==> src/rtl/cbpe_pkg.sv <==
// ----------------------------------------------------------------------------
// cbpe_pkg
// Shared constants, register codes and pipeline sideband types of the
// Crystal Ball density evaluator.
// ----------------------------------------------------------------------------
`default_nettype none

package cbpe_pkg;

  localparam int unsigned N_SQR    = 28;
  localparam int unsigned N_HORNER = 12;
  // input transaction to result strobe, in clock cycles
  localparam int unsigned LATENCY  = 75;

  localparam logic [31:0] LN2_Q32   = 32'd2977044472;
  localparam logic [30:0] LOG2E_Q30 = 31'd1549082005;
  localparam logic [32:0] ONE_Q32   = 33'h1_0000_0000;
  localparam logic [31:0] DENS_MAX  = 32'hFFFF_FFFF;

  localparam int unsigned IPART_W  = 24;
  localparam int unsigned CORE_V_W = 40;

  localparam logic [31:0] RST_MEAN          = 32'd65536;
  localparam logic [31:0] RST_INV_SIGMA     = 32'd65536;
  localparam logic [31:0] RST_ALPHA         = 32'd65536;
  localparam logic [22:0] RST_TAIL_EXPONENT = 23'd131072;
  localparam logic [31:0] RST_GAUSS_SCALE   = 32'd40685;
  localparam logic [31:0] RST_TAIL_SCALE    = 32'd98711;
  localparam logic [31:0] RST_TAIL_OFFSET   = 32'd65536;

  typedef enum logic [2:0] {
    CFG_MEAN          = 3'd0,
    CFG_INV_SIGMA     = 3'd1,
    CFG_ALPHA         = 3'd2,
    CFG_TAIL_EXPONENT = 3'd3,
    CFG_GAUSS_SCALE   = 3'd4,
    CFG_TAIL_SCALE    = 3'd5,
    CFG_TAIL_OFFSET   = 3'd6
  } cfg_idx_e;

  // sideband through the log2 section
  typedef struct packed {
    logic                    valid;
    logic                    in_tail;
    logic                    force_max;
    logic                    force_zero;
    logic signed [7:0]       l2e;
    logic [CORE_V_W-1:0]     core_v;
  } front_t;

  // sideband through the exponential section
  typedef struct packed {
    logic                    valid;
    logic                    in_tail;
    logic                    force_max;
    logic                    force_zero;
    logic                    up;
    logic [IPART_W-1:0]      ipart;
  } back_t;

endpackage

`default_nettype wire

==> src/rtl/cbpe_sqr_cell.sv <==
// ----------------------------------------------------------------------------
// cbpe_sqr_cell
// One step of the log2 fraction: square the Q31 mantissa, renormalise and
// shift the resulting fraction bit in.
// ----------------------------------------------------------------------------
`default_nettype none

module cbpe_sqr_cell (
  input  logic             clk_i,
  input  logic             rst_ni,
  input  cbpe_pkg::front_t side_i,
  input  logic [31:0]      m_i,
  input  logic [27:0]      frac_i,
  output cbpe_pkg::front_t side_o,
  output logic [31:0]      m_o,
  output logic [27:0]      frac_o
);
  import cbpe_pkg::*;

  logic [63:0] sq;
  logic [32:0] sh;
  logic [31:0] m_d;
  logic [27:0] frac_d;
  front_t      side_q;
  logic [31:0] m_q;
  logic [27:0] frac_q;

  always_comb begin
    sq = 64'(m_i) * 64'(m_i);
    sh = sq[63:31];
    // mantissa reached two: halve and record a one
    if (sh[32]) begin
      m_d = sh[32:1];
    end else begin
      m_d = sh[31:0];
    end
    frac_d = {frac_i[26:0], sh[32]};
  end

  always_ff @(posedge clk_i or negedge rst_ni) begin
    if (!rst_ni) begin
      side_q <= '0;
    end else begin
      side_q <= side_i;
    end
  end

  always_ff @(posedge clk_i) begin
    m_q    <= m_d;
    frac_q <= frac_d;
  end

  assign side_o = side_q;
  assign m_o    = m_q;
  assign frac_o = frac_q;

endmodule

`default_nettype wire

==> config.mk <==
export PLATFORM = sky130hd
export DESIGN_NAME = cbpe_sqr_cell
export DESIGN_NICKNAME = d
export VERILOG_FILES = /design/src/rtl/cbpe_pkg.sv /design/src/rtl/cbpe_sqr_cell.sv
export SDC_FILE = /design/constraint.sdc
export NUM_CORES = 2
export LEC_CHECK = 0
export ABC_CLOCK_PERIOD_IN_PS = 800
export BUFFER_PORTS_ARGS = -buffer_cell sky130_fd_sc_hd__buf_2
export CAP_MARGIN = 0
export CORE_MARGIN = 2
export CORE_UTILIZATION = 60
export DETAILED_ROUTE_END_ITERATION = 8
export GPL_TIMING_DRIVEN = 0
export PLACE_DENSITY = 0.83
export SYNTH_ARGS = -nofsm -noshare
export SYNTH_HDL_FRONTEND = slang
export SYNTH_SLANG_ARGS = --single-unit
export TNS_END_PERCENT = 20
==> constraint.sdc <==
create_clock -name clk_i -period 0.8 [get_ports clk_i]
set_input_delay 0.16 -clock clk_i [delete_from_list [all_inputs] [get_ports clk_i]]
set_output_delay 0.16 -clock clk_i [all_outputs]
set_load 0.02 [all_outputs]
After elaboration in Yosys (flattened, before gate mapping) --
Cells that the tools add are included.
Operators by class: add/subtract/negate cells 0, $mul 1, div/mod/pow operators 0, order comparisons 0, equality and inequality tests 0, shifts and indexed selects 0, mux-type cells 1, bitwise gates (word level) 0, reductions and logical operators 0
Operator list (count):
- $mul 32x32->64 | 1
- $mux 31 | 1
Word-level totals: register bits after elaboration 112, bits in latches 0, RAM bits 0, ROM bits 0, input bits 114, memories 0

Depth between registers and ports, before layout --
depth after elaboration 2, depth in mapped cells 30, depth with buffers taken out 26

Worst setup path before layout --
OpenSTA, ideal clock, no wires.
kind input -> register, from input port m_i[26], to register m_q[10] (netlist: m_o[10]), setup time 0.121 ns, data arrival time 7.523 ns, required time 0.679 ns, setup slack -6.844 ns, cell stages on the path 27, path buffers 3, cell sequence clkbuf_1 > clkbuf_1 > nand2_1 > fa_1 > fa_1 > inv_1 > fa_1 > inv_1 > fa_1 > inv_1 > fa_1 > fa_1 > fa_1 > inv_1 > fa_1 > inv_1 > ha_1 > nand2_1 > or2_1 > or3_1 > or3_1 > o2bb2ai_2 > o21bai_1 > o21ai_2 > xnor2_2 > buf_6 > mux2_2
Between the ends: longest elaborated chain between the ends 2
RTL lines:
- from (decl) | RTL line cbpe_sqr_cell.sv:12 | input logic [31:0] m_i,
- $mul 32x32->64 | RTL line cbpe_sqr_cell.sv:29 | sq = 64'(m_i) * 64'(m_i);
- $mux 31 | RTL line cbpe_sqr_cell.sv:32 | if (sh[32]) begin
- net m_d[10] | RTL line cbpe_sqr_cell.sv:22 | logic [31:0] m_d;
- to (signal assigned) | RTL line cbpe_sqr_cell.sv:49 | m_q <= m_d;
- to (decl) | RTL line cbpe_sqr_cell.sv:25 | logic [31:0] m_q;
The timed path passes the listed nets, and every way through them passes these cells. A chain may end at the register's enable or synchronous reset.

Final worst setup path --
from input port m_i[3], to register m_q[8] (netlist: m_o[8])
The elaborated chain is that of the path after synthesis.

==> metrics.md <==
| Metric | Value |
|---|---|
| Synth top area share | 49.5% |
| Measured slew at the worst slew-check pin | 1.07 ns |
| Root Driver | clkbuf_16 |
| I/O Buffers | 220 |
| Synth top cells by count | inv_1, fa_1, ha_1, nand2_1, and2_1 |
| Hold WS | -0.134 ns |
| Endpoint type of the worst setup path | register |
| Synth Net Count | approximately 4500 |
| Gr usage total | 39.5% |
| Vias in the first global route | 28000 |
| GPL Wtd Cong | 1.03 |
| Top_reg_cell synth | dfxtp_1 |
| Distinct cell type count of the synthesized netlist | 62 |
| Mux cell area share after synthesis | 1.17% |
| Post-Route WL | 108000 um |
| CP arrival | 7.85 ns |
| Number of max-cap violations | 0 |
| Drt pass-1 iters | 9 |
| Initial antenna violation count | 10 |
| Critical path class | primary input to register |
| Req. time, crit path | roughly 1.1 ns |
| Net count, final | 4917 |
| Drt wl/cell | roughly 24 um |
| DPL Wire Length | slightly above 80000 um |
| Remaining antenna violation count after routing | 0 |
| Via density | 5.76 |
| Post-synth top area cell | fa_1 |
| Most common cell in the netlist | inv_1 |
| Final Critical Period | 7.60 ns |
| EDFF count, synth | 0 |
| Adder-cell share of the synthesized area | 61.2% |
| Die area | 55200 um^2 |
| Simple-Gate Fraction of Synth Area | around 10% |
| Iteration-0 DRC count of the detailed router | 2371 |
| Placed instance area | between 30000 and 40000 um^2 |
| # rows | 84 |
| H-tree depth | 3 |
| Top Ports | between 200 and 250 |
| Final hold violations | 52 |
| Longest Clk Path Bufs | 2 |
| # DRC | 1 |
| XOR/XNOR Fraction of Synth Area | 2.32% |
| Mapped Cells | 3289 |
| Async SR Flop Fraction | about 46% |
| Register area share after synthesis | 7.82% |
| Synth Area in Compound Gates | under 10% |
| First-pass GRT wire length | 161000 um |
| DIE HEIGHT | 235 um |
| Final setup fails | about 150 |
| CTS Hold Bufs | 79 |
| Dpl ws | -8.29 ns |
| Synth Register Bits | 112 |
| RSZ-0062 raised after global routing | true |
| Cell area after synthesis | approximately 32000 um^2 |
| Status | finished with violations |
| Via count | 25400 |
| Clock-pin slew on the worst setup and hold paths | around 0.080 ns |
| Core ar. | 52700 um^2 |
| Largest family of logic cells by synthesized area | adder cells |
| CP startpoint kind | primary input |
| Ratio of final minimum period to clock period | 950% |
| Area contributors post-synth | fa_1, ha_1, inv_1, and2_1, dfrtp_1 |
| Die W | roughly 230 um |
| Yosys warning count | 0 |
| Fin area | 39200 um^2 |
| Hold Crit Class | primary input to asynchronous set/reset pin |
| Failing checks | DRC, hold timing, setup timing |
| CTS tree | done |
| Normalized max-slew margin | 28.0% |
| Syn Area/Cell | around 9.7 um^2 |
| Crit-path max FO | 10 |
| Largest net degree at the start of global routing | 53 |
| Grt total ovfl | 0 |
| Fmax | 132 MHz |
| Num CTS Buffers | 9 |
| Initial Util | 60.7% |
| Setup TNS | -245.43 ns |
| Layout cells sized above 1 | 19.5% |
| Max-slew violation count | 0 |
| Total clock sinks | 112 |
| P&R area growth vs syn | 22.5% |
| Fin worst setup slack | -6.80 ns |
[cell usage in the layout, fill, tap and decap left out, types with 9 or more instances in the layout]
| cell | count |
|---|---|
| nor2_1 | 58 |
| nand2_1 | 264 |
| a21oi_1 | 57 |
| xor2_1 | 37 |
| a21o_1 | 23 |
| dfrtp_1 | 52 |
| and2_4 | 11 |
| xnor2_1 | 44 |
| inv_1 | 950 |
| nand3_1 | 9 |
| ha_1 | 280 |
| a31o_2 | 12 |
| buf_2 | 114 |
| nand2_2 | 21 |
| inv_2 | 24 |
| nand4_1 | 16 |
| o21bai_1 | 13 |
| dlygate4sd3_1 | 79 |
| buf_6 | 111 |
| dfxtp_2 | 58 |
| buf_12 | 12 |
| mux2_4 | 16 |
| clkbuf_16 | 59 |
| and2_1 | 216 |
| fa_2 | 36 |
| ha_4 | 18 |
| clkbuf_4 | 11 |
| buf_4 | 100 |
| nor2b_1 | 14 |
| buf_8 | 14 |
| clkbuf_8 | 18 |
| o21ai_0 | 30 |
| fa_1 | 755 |
| mux2i_1 | 15 |
[worst max-delay path, cell delays in order]
cell,delay (ns)
buf_4,0.15
clkbuf_16,0.18
clkbuf_8,0.19
and2_1,0.19
fa_2,0.57
fa_1,0.43
inv_2,0.09
fa_2,0.48
fa_1,0.45
inv_1,0.12
fa_1,0.44
fa_2,0.59
fa_2,0.45
fa_2,0.50
ha_4,0.35
nand4_1,0.15
or2_4,0.27
or3_4,0.39
or3_4,0.36
o2bb2ai_4,0.17
buf_12,0.14
o21bai_4,0.08
o21ai_4,0.19
xnor2_4,0.21
buf_6,0.21
mux2_4,0.31
[path summary, 6_finish.rpt]
check / startpoint / end / slack, ns / cells past startpoint
setup / recovery: m_i[3] / m_o[8]$_DFF_P_ / -6.80 / 26
hold / removal: rst_ni / side_o[31]$_DFF_PN0_ / -0.13 / 1
max in group asynchronous: rst_ni / side_o[19]$_DFF_PN0_ / 0.48 / 1
min in group clk_i: frac_i[16] / frac_o[17]$_DFF_P_ / 0.42 / 2
[routing by layer]
layer / track usage [%] / part of all wire, % / vias to the layer above
met4: 26.1 / 9.0 / 12
met2: 62.3 / 46 / 1721
met5: 0 / 0.16 / -
met3: 12.9 / 12 / 610
li1: - / - / 10400
met1: 46.3 / 32 / 12700
[cell families (layout without fill, tap and decap cells)]
logic type / after synthesis / count (layout)
AND/OR/NAND/NOR: 660 / 660
adder cells (fa/ha/maj): 1091 / 1091
other: 0 / 7
buffers and inverters: 1091 / 1519
XOR/XNOR: 84 / 84
flip-flops: 112 / 112
multiplexers: 34 / 34
AO/OA/AOI/OAI: 217 / 217
[metrics by stage]
step	util, %	instances
global placement	65.4	4197
global route	74.4	4407
detailed placement	65.4	4197
floorplan	-	3289
CTS	72.8	4374
finish	74.4	4412
[state kept, by name (all words and copies together) (netlist names)]
register  flops
side_o       52
frac_o       28
m_o          32
[cell type report]
| type | count | area [um^2] |
|---|---|---|
| Antenna cell | 7 | 17.5 |
| Buffer | 110 | 1860 |
| Clock buffer | 9 | 225 |
| Clock inverter | 7 | 93.8 |
| Fill cell | 3483 | 13500 |
| Inverter | 979 | 3700 |
| Multi-Input combinational cell | 2086 | 26200 |
| Sequential cell | 112 | 2570 |
| Tap cell | 688 | 861 |
| Timing Repair Buffer | 414 | 3600 |
[repair_timing]
item / 4_1_cts / 5_1_grt
endpoints found under the setup margin: 145 / 197
endpoints found under the hold margin: 79 / 52
pin swaps: 63 / 85
gates resized for setup: 541 / 159
gates cloned: 4 / 1
setup buffers: 79 / 31
Power is not shown: default switching activity piles up to over one toggle a cycle in this logic, so the estimate is an artifact.
