==> src/rtl/cbpe_pkg.sv <==
// ----------------------------------------------------------------------------
// cbpe_pkg
// Shared constants, register codes and pipeline sideband types of the
// Crystal Ball density evaluator.
// ----------------------------------------------------------------------------
`default_nettype none

package cbpe_pkg;

  localparam int unsigned N_SQR    = 28;
  localparam int unsigned N_HORNER = 12;
  // input transaction to result strobe, in clock cycles
  localparam int unsigned LATENCY  = 75;

  localparam logic [31:0] LN2_Q32   = 32'd2977044472;
  localparam logic [30:0] LOG2E_Q30 = 31'd1549082005;
  localparam logic [32:0] ONE_Q32   = 33'h1_0000_0000;
  localparam logic [31:0] DENS_MAX  = 32'hFFFF_FFFF;

  localparam int unsigned IPART_W  = 24;
  localparam int unsigned CORE_V_W = 40;

  localparam logic [31:0] RST_MEAN          = 32'd65536;
  localparam logic [31:0] RST_INV_SIGMA     = 32'd65536;
  localparam logic [31:0] RST_ALPHA         = 32'd65536;
  localparam logic [22:0] RST_TAIL_EXPONENT = 23'd131072;
  localparam logic [31:0] RST_GAUSS_SCALE   = 32'd40685;
  localparam logic [31:0] RST_TAIL_SCALE    = 32'd98711;
  localparam logic [31:0] RST_TAIL_OFFSET   = 32'd65536;

  typedef enum logic [2:0] {
    CFG_MEAN          = 3'd0,
    CFG_INV_SIGMA     = 3'd1,
    CFG_ALPHA         = 3'd2,
    CFG_TAIL_EXPONENT = 3'd3,
    CFG_GAUSS_SCALE   = 3'd4,
    CFG_TAIL_SCALE    = 3'd5,
    CFG_TAIL_OFFSET   = 3'd6
  } cfg_idx_e;

  // sideband through the log2 section
  typedef struct packed {
    logic                    valid;
    logic                    in_tail;
    logic                    force_max;
    logic                    force_zero;
    logic signed [7:0]       l2e;
    logic [CORE_V_W-1:0]     core_v;
  } front_t;

  // sideband through the exponential section
  typedef struct packed {
    logic                    valid;
    logic                    in_tail;
    logic                    force_max;
    logic                    force_zero;
    logic                    up;
    logic [IPART_W-1:0]      ipart;
  } back_t;

endpackage

`default_nettype wire

==> src/rtl/cbpe_horner_cell.sv <==
// ----------------------------------------------------------------------------
// cbpe_horner_cell
// One Horner step of exp(-r): s <= 1 - ((r * s) >> 32) / K, in three stages
// (product, reciprocal estimate, correction).
// ----------------------------------------------------------------------------
`default_nettype none

module cbpe_horner_cell #(
  parameter int unsigned K = 1
) (
  input  logic            clk_i,
  input  logic            rst_ni,
  input  cbpe_pkg::back_t side_i,
  input  logic [31:0]     r_i,
  input  logic [32:0]     s_i,
  output cbpe_pkg::back_t side_o,
  output logic [31:0]     r_o,
  output logic [32:0]     s_o
);
  import cbpe_pkg::*;

  localparam logic [32:0] RECIP = 33'((64'd1 << 32) / K);
  localparam logic [35:0] KW    = 36'(K);

  logic [64:0] prod_a;
  logic [64:0] prod_b;
  logic [35:0] rem;
  logic [31:0] quo;

  back_t       a_side_q, b_side_q, c_side_q;
  logic [31:0] a_r_q, b_r_q, c_r_q;
  logic [31:0] a_p_q, b_p_q;
  logic [31:0] b_q0_q;
  logic [32:0] c_s_q;

  always_comb begin
    prod_a = 65'(r_i) * 65'(s_i);
    prod_b = 65'(a_p_q) * 65'(RECIP);
    // estimate is low by at most one
    rem    = 36'(b_p_q) - 36'(b_q0_q) * KW;
    quo    = (rem >= KW) ? (b_q0_q + 32'd1) : b_q0_q;
  end

  always_ff @(posedge clk_i or negedge rst_ni) begin
    if (!rst_ni) begin
      a_side_q <= '0;
      b_side_q <= '0;
      c_side_q <= '0;
    end else begin
      a_side_q <= side_i;
      b_side_q <= a_side_q;
      c_side_q <= b_side_q;
    end
  end

  always_ff @(posedge clk_i) begin
    a_r_q  <= r_i;
    a_p_q  <= prod_a[63:32];
    b_r_q  <= a_r_q;
    b_p_q  <= a_p_q;
    b_q0_q <= prod_b[63:32];
    c_r_q  <= b_r_q;
    c_s_q  <= ONE_Q32 - 33'(quo);
  end

  assign side_o = c_side_q;
  assign r_o    = c_r_q;
  assign s_o    = c_s_q;

endmodule

`default_nettype wire

==> config.mk <==
export PLATFORM = sky130hd
export DESIGN_NAME = cbpe_horner_cell
export DESIGN_NICKNAME = d
export VERILOG_FILES = /design/src/rtl/cbpe_pkg.sv /design/src/rtl/cbpe_horner_cell.sv
export SDC_FILE = /design/constraint.sdc
export NUM_CORES = 2
export LEC_CHECK = 0
export ABC_AREA = 0
export BUFFER_PORTS_ARGS = -buffer_cell sky130_fd_sc_hd__buf_2
export CAP_MARGIN = 20
export CORE_MARGIN = 1
export CORE_UTILIZATION = 42
export DETAILED_ROUTE_END_ITERATION = 16
export PLACE_DENSITY = 0.54
export SYNTH_ARGS = -nofsm -noshare
export SYNTH_HDL_FRONTEND = slang
export SYNTH_SLANG_ARGS = --single-unit
export TNS_END_PERCENT = 10
==> constraint.sdc <==
create_clock -name clk_i -period 7.6 [get_ports clk_i]
set_clock_uncertainty 0.2 [all_clocks]
set_input_delay 1.52 -clock clk_i [delete_from_list [all_inputs] [get_ports clk_i]]
set_output_delay 1.52 -clock clk_i [all_outputs]
set_load 0.01 [all_outputs]
Yosys cells after proc, flatten, opt, wreduce, memory -nomap -nowiden

Index checks and enable logic that the tools add are counted.

Flip-flop bits (word level): 280
Input port bits: 96
Output and inout bits: 94
Logic and storage cells: 30

Add/sub/neg operators: 3
Multiply operators: 1
$lt $le $gt $ge: 1
Muxes and demuxes: 1

Operators by type and width:

| operator                 | number |
|---|---|
| $mul A32 B33 Y64         | 1 |
| $ge A36 B1 Y1 const B    | 1 |
| $sub A32 B32 Y33         | 1 |
| $sub A33 B32 Y33 const A | 1 |
| $add A32 B1 Y32 const B  | 1 |
| $mux W32                 | 1 |

Longest topological paths before layout

Word-level depth: 4
Mapped depth: 27
Gate-level depth less buffers: 25

Worst setup path before layout

Ideal clock, no wire load.

Path kind: input-to-reg
Start: input s_i[30]
End: register a_p_q[24]
Arrival: 8,203 ps
Required time: 7,328 ps
Setup slack: -875 ps
Stages on the path: 26
Path buffers: 2
Cells stage by stage: clkbuf_1 nand2_1 fa_1 inv_1 fa_1 inv_1 fa_1 fa_1 inv_1 fa_1 fa_1 fa_1 inv_1 fa_1 inv_1 ha_1 buf_2 nand4_1 or2_2 or4_1 a31oi_1 nand2_1 o21ai_0 nor4b_1 o31ai_1 xor2_1

Longest elaborated chain between the ends: 1

RTL lines:

| what                 | line                   | source |
|---|---|---|
| from (decl)          | cbpe_horner_cell.sv:15 | `input logic [32:0] s_i,` |
| $mul A32 B33 Y64     | cbpe_horner_cell.sv:37 | `prod_a = 65'(r_i) * 65'(s_i);` |
| via prod_a[56]       | cbpe_horner_cell.sv:25 | `logic [64:0] prod_a;` |
| to (signal assigned) | cbpe_horner_cell.sv:58 | `a_p_q <= prod_a[63:32];` |
| to (decl)            | cbpe_horner_cell.sv:32 | `logic [31:0] a_p_q, b_p_q;` |

The timed path passes the listed nets, and every way through them passes these cells.

Worst setup path after layout

Start: input s_i[6]
End: register a_p_q[26]

The elaborated chain is that of the path after synthesis.

==> results.md <==
- Shortest period the worst path allows: 8.15 ns
- Slowest cell delay on critical path: about 0.6 ns
- Critical Path Slowest Stage Cell: fa_1
- Top sig layer: met4
- R2r endpoint: s_o[31]
- Ys Warns: 0
- RR Startpoint: b_q0_q[12]
- Clock latency on the worst-skew pair: between 0.6 and 0.7 ns
- Clock root buffer: clkbuf_16
- HP Start: b_side_q[11]
- WL final: around 110000 um
- Drc violations: 0
- Vias in the first global route: roughly 31000
- Metal-1 WL: about 43000 um
- Post-layout util: between 50% and 60%
- Combinational family with the most area after synthesis: adder cells
- Via density: approximately 4.8
- RSZ-0062 raised after global routing: true
- Routed length per placed instance: about 18 um
- Crit path max fanout: 7
- Hold Vio Cnt, Final: 0
- Final max-slew violation count: 0
- Number of port buffers: approximately 190
- Placed Area: between 40000 and 50000 um2
- Die ar.: a little under 100000 um2
- Cells after synthesis: 4093
- Met3 wire length: about 4000 um
- Worst path buffer plus inverter count: 9
- Delay-heaviest family, CP: adder cells
- Crit Path Class: primary input to register
- Startpoint Class: primary input
- Failing checks: negative setup slack
- Max-cap violation count: 0
- Largest net degree at the start of global routing: slightly below 90
- Area delta synth->final: 19.8%
- Top FF cell, synth: dfxtp_1
- Post-synth ARST share: a little under a third
- Metal2 WL: between 50000 and 60000 um
- Clk sinks: 280
- Drt pass-1 iters: 5
- CP Capture Type: register
- Std-Cell Rows: 112
- Mapped Area: around 40000 um2
- Max transition margin: a little under three fifths
- Clock slew seen by the registers of the worst setup and hold paths: about 0.070 ns
- DP HPWL: between 90000 and 100000 um
- Nets: 5807
- Avg Cell Area, Syn: 9.77 um2
- R2R Setup Slk: ~4.8 ns
- Initial antenna violation count: 4
- Synth Area in Adders: between 50% and 60%
- Final RePlAce weighted congestion: about 0.89
- Fill cells: 8823
- Final instance area: approximately 48000 um2
- Crit path DAT: between 8 and 9 ns
- First-pass GRT wire length: between 150000 and 200000 um
- Status: finished, violations left
- Fmax: between 0.1 and 0.15 GHz
- Synth Area in XOR/XNOR: between 1.5 and 2%
- EDFF count, synth: 0
- DR vias: around 28000
- Most frequent CP cell: fa_1
- Post-synthesis simple-gate area fraction: between 10% and 20%
- Hold Path Class: register to register
- Final WS setup: -0.552 ns
- Flops & latches, synth: 280
- Slew of the pin with the lowest slew margin: around 0.65 ns
- H-tree levels: 1
- Top-level I/O count: 190
- FF+latch area: roughly 6000 um2
- Area occupied by multi-input gates: around 30000 um2
- WP data required: between 7 and 8 ns
- CTS Buffer Depth: 3
- Die Span Y: around 310 um
- Initial DRC count: 1251
- CTS tree: yes
- Synth Area in Compound Gates: roughly 3%
- Mux cell area share after synthesis: 0%
- Cell variety after synth: 58
- Initial Util: 42.6%
- CTS buffer count: 31
- GRT Residual Overflow: 0
- Final period utilization: 107%
- Total GRT Usage: 22.9%
- Endpoints failing setup: 27
- Hold Path End: side_o[11]
- FF-to-FF path depth: 7
- Hold depth: 0
- Core footprint: 93900 um2
- Layout cells sized above 1: a little under a fifth
- Die X-Extent: about 310 um
- Syn_nets: ~5400
- Detail Route Antenna Nets: 0
- Register area share after synthesis: ~15%
[sequential cells by signal (all words and copies together), names as in the netlist]
name and cells:
s_o 33, a_p_q 32, a_r_q 32, b_q0_q 32
b_r_q 32, r_o 32, a_side_q 29, b_side_q 29
side_o 29
[cell usage after synthesis (3+ instances only)]
cell	number	area share, %
inv_1	946	8.9
fa_1	924	46
nand2_1	598	5.6
and2_1	494	7.7
ha_1	256	8.0
clkbuf_1	212	2.0
dfxtp_1	193	9.7
dfrtp_1	87	5.4
a21oi_1	57	0.71
xnor2_1	49	1.1
nor2_1	35	0.33
a21o_1	34	0.64
o21ai_0	32	0.40
nand4_1	20	0.31
xor2_1	20	0.44
nor3_1	14	0.18
nand3_1	11	0.14
o21a_1	8	0.15
a211oi_1	7	0.13
a31oi_1	7	0.11
nor4_1	6	0.094
and3_1	5	0.078
o211ai_1	5	0.094
o21bai_1	5	0.094
a221oi_1	4	0.088
and4_1	4	0.088
nand2b_1	4	0.063
nor2b_1	4	0.063
o2111ai_1	4	0.088
or2_2	4	0.063
a211o_1	3	0.066
or4_1	3	0.056
[logic make-up after synthesis]
family                     count (synthesis)
xor gates and xnor gates                  69
buffers and inverters                   1159
AOI/OAI and AO/OA                        189
and+or+nand+nor                         1216
DFF                                      280
adders and majority gates               1180
[worst max-delay path by stage]
stage	end	from	slack (ns)	cells after the start
2_1_floorplan	a_p_q[8]	s_i[12]	-0.59	23
3_3_place_gp	a_p_q[16]	s_i[17]	-1.67	23
3_5_place_dp	a_p_q[24]	r_i[7]	-1.75	28
4_1_cts	a_p_q[15]	s_i[3]	-0.56	25
5_1_grt	a_p_q[26]	s_i[6]	-0.70	27
6_report	a_p_q[26]	s_i[6]	-0.55	27
[worst register-to-register path: stages (launching register included)]
cell,delay (ns)
dfxtp_1,0.36
or4_4,0.55
or3_4,0.38
or4_4,0.47
nor3_4,0.31
nand3b_4,0.15
nor4_4,0.18
xnor2_1,0.14
[cell type report]
type                    instances  share of cell area [%]
repair buffers                618                    10.8
inverters                     946                    7.41
diodes                          2                  0.0104
flip-flops and latches        280                    12.6
clock buffers                  34                    1.71
well taps                    1254                    3.27
multi-input cells            2654                    63.6
clock inverters                24                   0.595
[layout by cell type, fill, tap and decap left out, types with 21 or more instances in the layout]
master	instances
inv_1	933
and2_1	476
buf_2	147
dfrtp_1	87
ha_1	235
nor2_1	33
xnor2_1	47
buf_6	57
buf_12	46
o21ai_0	21
a21o_1	34
fa_1	891
dfxtp_1	193
buf_4	355
a21oi_1	35
nand2_1	591
clkbuf_16	34
fa_2	33
[metal layers]
metal | track usage, % | vias up
met5 | 0 | -
met4 | 7.05 | 0
met3 | 2.27 | 139
met2 | 41.5 | 490
met1 | 28.7 | 14600
li1 | - | 12700
[stage by stage]
stage	cells	TNS (ns)	hold slack, ns	setup slack [ns]
after global placement	5735	-42.41	0.110	-1.67
after floorplan	4093	-10.40	0.110	-0.593
after global routing	5812	-14.38	0.116	-0.704
after detailed placement	5735	-43.95	0.112	-1.75
final	5812	-9.56	0.112	-0.552
after CTS	5803	-9.94	0.0965	-0.562
[timing repair]
action,4_1_cts,5_1_grt
setup buffers,11,4
gates resized for setup,186,120
cloned,0,2
hold buffers,0,0
pin swaps,90,90
endpoints found under the setup margin,32,32
Power is left out: the tool's default activity adds up to more than one toggle a clock period on the data nets, which glitch-free logic cannot reach.
